**src/rtl/core/range_min_segment_tree_top_defines.svh**
```systemverilog
// Assertion macros used by the range-minimum segment tree top level.
`ifndef RANGE_MIN_SEGMENT_TREE_TOP_DEFINES_SVH
`define RANGE_MIN_SEGMENT_TREE_TOP_DEFINES_SVH

`ifndef NO_ASSERTIONS
// The condition must never hold outside reset.
`define RMST_ASSERT_NEVER(lbl, cond) \
    lbl: assert property (@(posedge i_clk) disable iff (!i_rst_n) !(cond)) \
        else $error("rmst: forbidden condition seen");
// When the antecedent holds, the consequent must hold in the next cycle.
`define RMST_ASSERT_NEXT(lbl, ante, cons) \
    lbl: assert property (@(posedge i_clk) disable iff (!i_rst_n) (ante) |=> (cons)) \
        else $error("rmst: expected follow-up did not occur");
`else
`define RMST_ASSERT_NEVER(lbl, cond)
`define RMST_ASSERT_NEXT(lbl, ante, cons)
`endif

`endif

```
**src/rtl/core/rmst_pkg.sv**
```systemverilog
// Constants and types shared by the range-minimum segment tree modules.
package rmst_pkg;

    // Tree geometry.
    localparam int MAX_ELEMENTS = 1024;
    localparam int VALUE_WIDTH  = 32;
    localparam int LEVELS       = $clog2(MAX_ELEMENTS);
    localparam int NODE_COUNT   = 2 * MAX_ELEMENTS - 1;
    localparam int AW           = $clog2(NODE_COUNT);
    // One-based node numbers reach 2 * MAX_ELEMENTS as an exclusive bound.
    localparam int NW           = LEVELS + 2;

    // Fixed field widths.
    localparam int IDX_W = 10;
    localparam int LEN_W = 11;
    localparam int OUT_W = 32;

    // Keys carry the value with its sign bit flipped, so unsigned order is signed order.
    localparam logic [VALUE_WIDTH-1:0] KEY_SIGN = {1'b1, {(VALUE_WIDTH-1){1'b0}}};
    localparam logic [VALUE_WIDTH-1:0] KEY_MAX  = {VALUE_WIDTH{1'b1}};

    // Request payload as seen by the datapath.
    typedef struct packed {
        logic                    req_type;
        logic [IDX_W-1:0]        elem_index;
        logic signed [OUT_W-1:0] elem_value;
        logic [IDX_W-1:0]        range_low;
        logic [IDX_W-1:0]        range_high;
    } t_req;

    // Commands from the controller to the datapath.
    typedef struct packed {
        logic clr_wr;
        logic accept;
        logic u_leaf;
        logic u_rd;
        logic u_up;
        logic q_l;
        logic q_r;
        logic q_out;
    } t_cmd;

    // Status from the datapath to the controller.
    typedef struct packed {
        logic clr_last;
        logic is_query;
        logic upd_ok;
        logic q_empty;
        logic at_root;
        logic l_lt_r;
        logic out_free;
    } t_sts;

endpackage

```
**src/rtl/core/rmst_ctrl.sv**
```systemverilog
// Sequencer for clearing, element updates and range queries of the tree.
module rmst_ctrl (
    input  logic           i_clk,
    input  logic           i_rst_n,
    input  logic           i_valid,
    input  rmst_pkg::t_sts i_sts,
    output logic           o_ready,
    output rmst_pkg::t_cmd o_cmd
);

    typedef enum logic [7:0] {
        ST_CLR    = 8'b0000_0001,
        ST_IDLE   = 8'b0000_0010,
        ST_U_LEAF = 8'b0000_0100,
        ST_U_RD   = 8'b0000_1000,
        ST_U_UP   = 8'b0001_0000,
        ST_Q_L    = 8'b0010_0000,
        ST_Q_R    = 8'b0100_0000,
        ST_Q_OUT  = 8'b1000_0000
    } t_state;

    t_state r_state;
    t_state n_state;

    // State register; reset starts the clearing pass.
    always_ff @(posedge i_clk) begin
        if (!i_rst_n) begin
            r_state <= ST_CLR;
        end else begin
            r_state <= n_state;
        end
    end

    // Next state and commands.
    always_comb begin
        n_state = r_state;
        o_cmd   = '0;
        o_ready = 1'b0;
        unique case (r_state)
            ST_CLR: begin
                o_cmd.clr_wr = 1'b1;
                if (i_sts.clr_last) begin
                    n_state = ST_IDLE;
                end
            end
            ST_IDLE: begin
                o_ready = 1'b1;
                if (i_valid) begin
                    o_cmd.accept = 1'b1;
                    if (i_sts.is_query) begin
                        n_state = i_sts.q_empty ? ST_Q_OUT : ST_Q_L;
                    end else begin
                        n_state = i_sts.upd_ok ? ST_U_LEAF : ST_IDLE;
                    end
                end
            end
            ST_U_LEAF: begin
                o_cmd.u_leaf = 1'b1;
                n_state      = ST_U_RD;
            end
            ST_U_RD: begin
                if (i_sts.at_root) begin
                    n_state = ST_IDLE;
                end else begin
                    o_cmd.u_rd = 1'b1;
                    n_state    = ST_U_UP;
                end
            end
            ST_U_UP: begin
                o_cmd.u_up = 1'b1;
                n_state    = ST_U_RD;
            end
            ST_Q_L: begin
                if (i_sts.l_lt_r) begin
                    o_cmd.q_l = 1'b1;
                    n_state   = ST_Q_R;
                end else begin
                    n_state = ST_Q_OUT;
                end
            end
            ST_Q_R: begin
                o_cmd.q_r = 1'b1;
                n_state   = ST_Q_L;
            end
            ST_Q_OUT: begin
                if (i_sts.out_free) begin
                    o_cmd.q_out = 1'b1;
                    n_state     = ST_IDLE;
                end
            end
            default: begin
                n_state = ST_IDLE;
            end
        endcase
    end

endmodule

```
**config.mk**
```make
export PLATFORM = sky130hd
export DESIGN_NAME = rmst_ctrl
export DESIGN_NICKNAME = d
export VERILOG_FILES = /design/src/rtl/core/range_min_segment_tree_top_defines.svh /design/src/rtl/core/rmst_pkg.sv /design/src/rtl/core/rmst_ctrl.sv
export SDC_FILE = /design/constraint.sdc
export NUM_CORES = 1
export LEC_CHECK = 0
export CAP_MARGIN = 20
export CORE_AREA = 4 4 41 43
export CTS_CLUSTER_SIZE = 14
export DETAILED_ROUTE_END_ITERATION = 10
export DIE_AREA = 0 0 45 47
export DONT_BUFFER_PORTS = 1
export SLEW_MARGIN = 20
export SYNTH_ARGS = -nofsm -noshare
export SYNTH_HDL_FRONTEND = slang
export SYNTH_SLANG_ARGS = --single-unit
```
**constraint.sdc**
```tcl
create_clock -name i_clk -period 1.4 [get_ports i_clk]
set_input_delay 0.28 -clock i_clk [delete_from_list [all_inputs] [get_ports i_clk]]
set_output_delay 0.28 -clock i_clk [all_outputs]
set_load 0.05 [all_outputs]
```
## Word-level counts from Yosys, hierarchy flattened

Cells that the tools add are included.

| storage, ports and cells | value |
|---|---|
| register bits | 8 |
| latch bits | 0 |
| output and inout bits | 9 |
| bits of input ports | 10 |
| memories kept | 0 |
| memory bits (read-only) | 0 |
| memory bits (writable) | 0 |

| cells by class | value |
|---|---|
| muxes and demuxes | 22 |
| reductions and logical operators | 2 |
| multiply operators | 0 |
| $add $sub $neg | 0 |
| shift-type cells | 0 |
| eq/ne operators | 11 |
| magnitude comparators | 0 |
| bitwise operators | 0 |
| div/mod/pow operators | 0 |

Operators with widths:

| kind | count |
|---|---|
| $pmux W8 S7 | 1 |
| $mux W8 | 6 |
| $mux W1 | 13 |
| $eq A8 B1 Y1 const B | 1 |
| $eq A8 B2 Y1 const B | 1 |
| $eq A8 B3 Y1 const B | 1 |
| $eq A8 B4 Y1 const B | 1 |
| $eq A8 B5 Y1 const B | 1 |
| $eq A8 B6 Y1 const B | 1 |
| $eq A8 B7 Y1 const B | 1 |
| $eq A8 B8 Y1 const B | 1 |
| $ne A2 B2 Y1 const B | 3 |
| $mux W5 | 1 |
| $mux W3 | 1 |
| $reduce_and A3 Y1 | 1 |
| $reduce_or A2 Y1 | 1 |

## Logic depth before layout (Yosys ltp)

| depth | value |
|---|---|
| depth in word-level cells | 4 |
| depth in mapped cells | 6 |
| mapped depth without buffers | 5 |

## Least setup slack after synthesis

No wires, ideal clock.

| path | value |
|---|---|
| path type | flip-flop to output port |
| start point | reg r_state[5] |
| end point | out o_cmd[3] in the netlist's numbering |
| setup slack | -1.424 ns |
| cell stages (with the launch flop) | 4 |
| arrival | 2.544 ns |
| buffers on the path | 0 |
| cell sequence | dfxtp_1 > nor4_2 > nand2_1 > nor4b_1 |

RTL lines:

| item | RTL line | text |
|---|---|---|
| start, declared | rmst_ctrl.sv:22 | `t_state r_state;` |
| start signal, assigned | rmst_ctrl.sv:30 | `r_state <= n_state;` |
| end, declared | rmst_ctrl.sv:8 | `output rmst_pkg::t_cmd o_cmd` |

==> results_dict.tcl <==
set metrics [dict create \
    status "finished, violations left" \
    violations "setup timing" \
    power_density_mw_per_mm2 653.8 \
    syn_nets 74 \
    synth_warnings 0 \
    dpl.hpwl_um 1159 \
    top_register "r_state" \
    endpoint_kind "output port" \
    synth_area_um2 546.8 \
    clockRootBuffer "clkbuf_4" \
    cts_inserted_buffers 3 \
    start_util_pct 42.02 \
    overflow 0 \
    wire_per_inst_um 16.23 \
    timing.final.ws_setup_ns -0.3577 \
    synth_cell_types 30 \
    antenna_found_initial 0 \
    grt_pass1_vias 608 \
    core-area_mm2 0.001301 \
    cp.required_ns 1.12 \
    drtIter0Drc 9 \
    port_buffers 0 \
    worstPathArrival_ns 1.48 \
    path_class "flop to output port" \
    worstMarginPinSlew_ns 0.2997 \
    grt-busiest-layer "met2" \
    final_cell_mix "buf_4, nand3_4, buf_12, dfxtp_2, buf_6" \
    synth_seq_cells 8 \
    num_antenna_cells 0 \
    grt_usage_pct 18.23 \
    cts_max_path_buffers 2 \
    boundaryPins 19 \
    final-hold-violation-count 0 \
    relSlewSlack_pct 79.98 \
    cts_tree "built" \
    seq_area_frac_synth_pct 29.29 \
    skew_ns 0.009217 \
    rsz0062_at_grt "yes" \
    startpoint_type "flop" \
    grt_util_met2_pct 27.40 \
    grt_use_met1_pct 23.39 \
    post-route-drc-count 0 \
    vias 631 \
    syn_area_per_cell_um2 8.543 \
    clk_pin_slew_ns 0.06 \
    setup_tns_ns -4.013 \
    fp.dieW_um 45 \
    hp-class "primary input to flop" \
    stdcell_count 108 \
    pre_cts_slack_ns -0.1060 \
    clock.fmax_mhz 568.9 \
    synthCells 64 \
    largest_reg_flops 8 \
    areaGrowthSynthToFinish_pct 89.70 \
    final_common_cell "buf_4" \
    die_area_mm2 0.002115 \
    slew_violations 0 \
    grt_start_max_net_pins 7 \
    clkSinkCount 8 \
    largestRegisters "r_state: 8 flops" \
    min_period_over_period_pct 125.5 \
    rows 13 \
    routed_wl_um 1753 \
    cap_violations 0 \
    via_per_inst 5.843 \
    power_leakage_uw 0.0003993 \
    irDropWorstVdd_mv 0.6261 \
    clk_latency_ns 0.25 \
    htree_levels 1 \
    cp_max_fo 6 \
    fillers 79 \
    final.min_clock_period_ns 1.758 \
    die_h_um 47 \
    fin_nets 105 \
    use_met3_pct 6.513 \
    firstDrtPassIters 4 \
    drive_gt1_share_pct 68.82 \
    setup_violations 16 \
    gp_congestion 0.7580 \
    grt_pass1_wl_um 2760 \
    drtAntennaViolNets 0 \
    dp.cells 97 \
]
[path summary, 6_finish.rpt]
kind              cells past startpoint                       to               startpoint  slack (ns)
setup / recovery                      5                 o_cmd[6]  r_state[2]$_SDFFE_PN0P_       -0.36
hold / removal                        1  r_state[4]$_SDFFE_PN0P_                 i_sts[2]        0.08
setup reg to reg                      7  r_state[5]$_SDFFE_PN0P_  r_state[2]$_SDFFE_PN0P_       -0.24
hold reg to reg                       3  r_state[3]$_SDFFE_PN0P_  r_state[1]$_SDFFE_PN0P_        0.57
[kinds of logic after synthesis]
kind of cell           synth area share (%)
AO/OA/AOI/OAI                         12.82
XOR/XNOR                              4.806
buffers and inverters                 4.805
flip-flops                            29.29
AND/OR/NAND/NOR                       48.28
[Yosys cell counts]
cell type | n | area [um2]
nand4_1 | 2 | 12.51
buf_2 | 2 | 10.01
o21ai_0 | 2 | 10.01
nor4_1 | 1 | 6.260
and4b_2 | 1 | 11.26
inv_1 | 3 | 11.26
a41oi_2 | 1 | 16.27
nor2b_1 | 3 | 18.77
a31oi_1 | 2 | 12.51
o2111ai_1 | 1 | 8.760
nor3b_1 | 2 | 15.01
nand3b_1 | 1 | 7.510
nor3_1 | 1 | 5.000
nor4b_1 | 2 | 17.52
clkinv_2 | 1 | 5.000
and4b_1 | 2 | 20.02
and3_1 | 1 | 6.260
xnor2_1 | 1 | 8.760
and2_1 | 1 | 6.260
nand3_1 | 5 | 25.02
nor4_4 | 1 | 21.27
o2111ai_2 | 1 | 15.01
nor2_1 | 7 | 26.28
xor2_1 | 2 | 17.52
dfxtp_1 | 8 | 160.2
nor4_2 | 1 | 12.51
nand2_1 | 4 | 15.01
nand3_2 | 2 | 20.02
nand4b_1 | 2 | 17.52
o211ai_1 | 1 | 7.510
[where the power goes]
part	switching (uW)	internal, uW	total, uW
Combinational	129	129	257
Sequential	10.8	233	244
Clock	78.7	98.1	177
[layout make-up]
type / instances / area, um2 / share of cell area [%]
inverter: 4 / 22.52 / 2.171
clock buffer: 3 / 22.52 / 2.171
timing repair buffer: 28 / 287.8 / 27.74
tap: 15 / 18.77 / 1.809
multi-input combinational: 50 / 509.2 / 49.10
sequential: 8 / 176.4 / 17.01
[through the flow]
stage	power (uW)	area, um2	hold WS, ns	util [%]
2_1_floorplan	365.9	599.3	0.3419	-
3_3_place_gp	441.4	814.5	0.3491	62.60
3_5_place_dp	443.4	814.5	0.3501	62.60
4_1_cts	647.7	934.6	0.07888	71.83
5_1_grt	723.3	1037	0.05570	79.71
6_report	678.2	1037	0.07637	79.71
[worst max-delay path: stages, from the launching register on]
cell and delay (ns):
dfxtp_4 0.36, nor4_4 0.26, buf_4 0.19, nand3_4 0.11
clkinv_4 0.08, and2_4 0.23
[routing by layer]
layer	wire length [um]	part of all wire, %
met5	0	0
met2	882	50
met3	104	5.9
met4	53	3.0
met1	714	41
[what timing repair did]
item,4_1_cts,5_1_grt
setup buffers,3,6
pin swaps,7,10
gates resized for setup,17,16
hold buffers,0,0
endpoints found under the setup margin,16,16
Note: power is estimated with default switching activity, not from simulation.
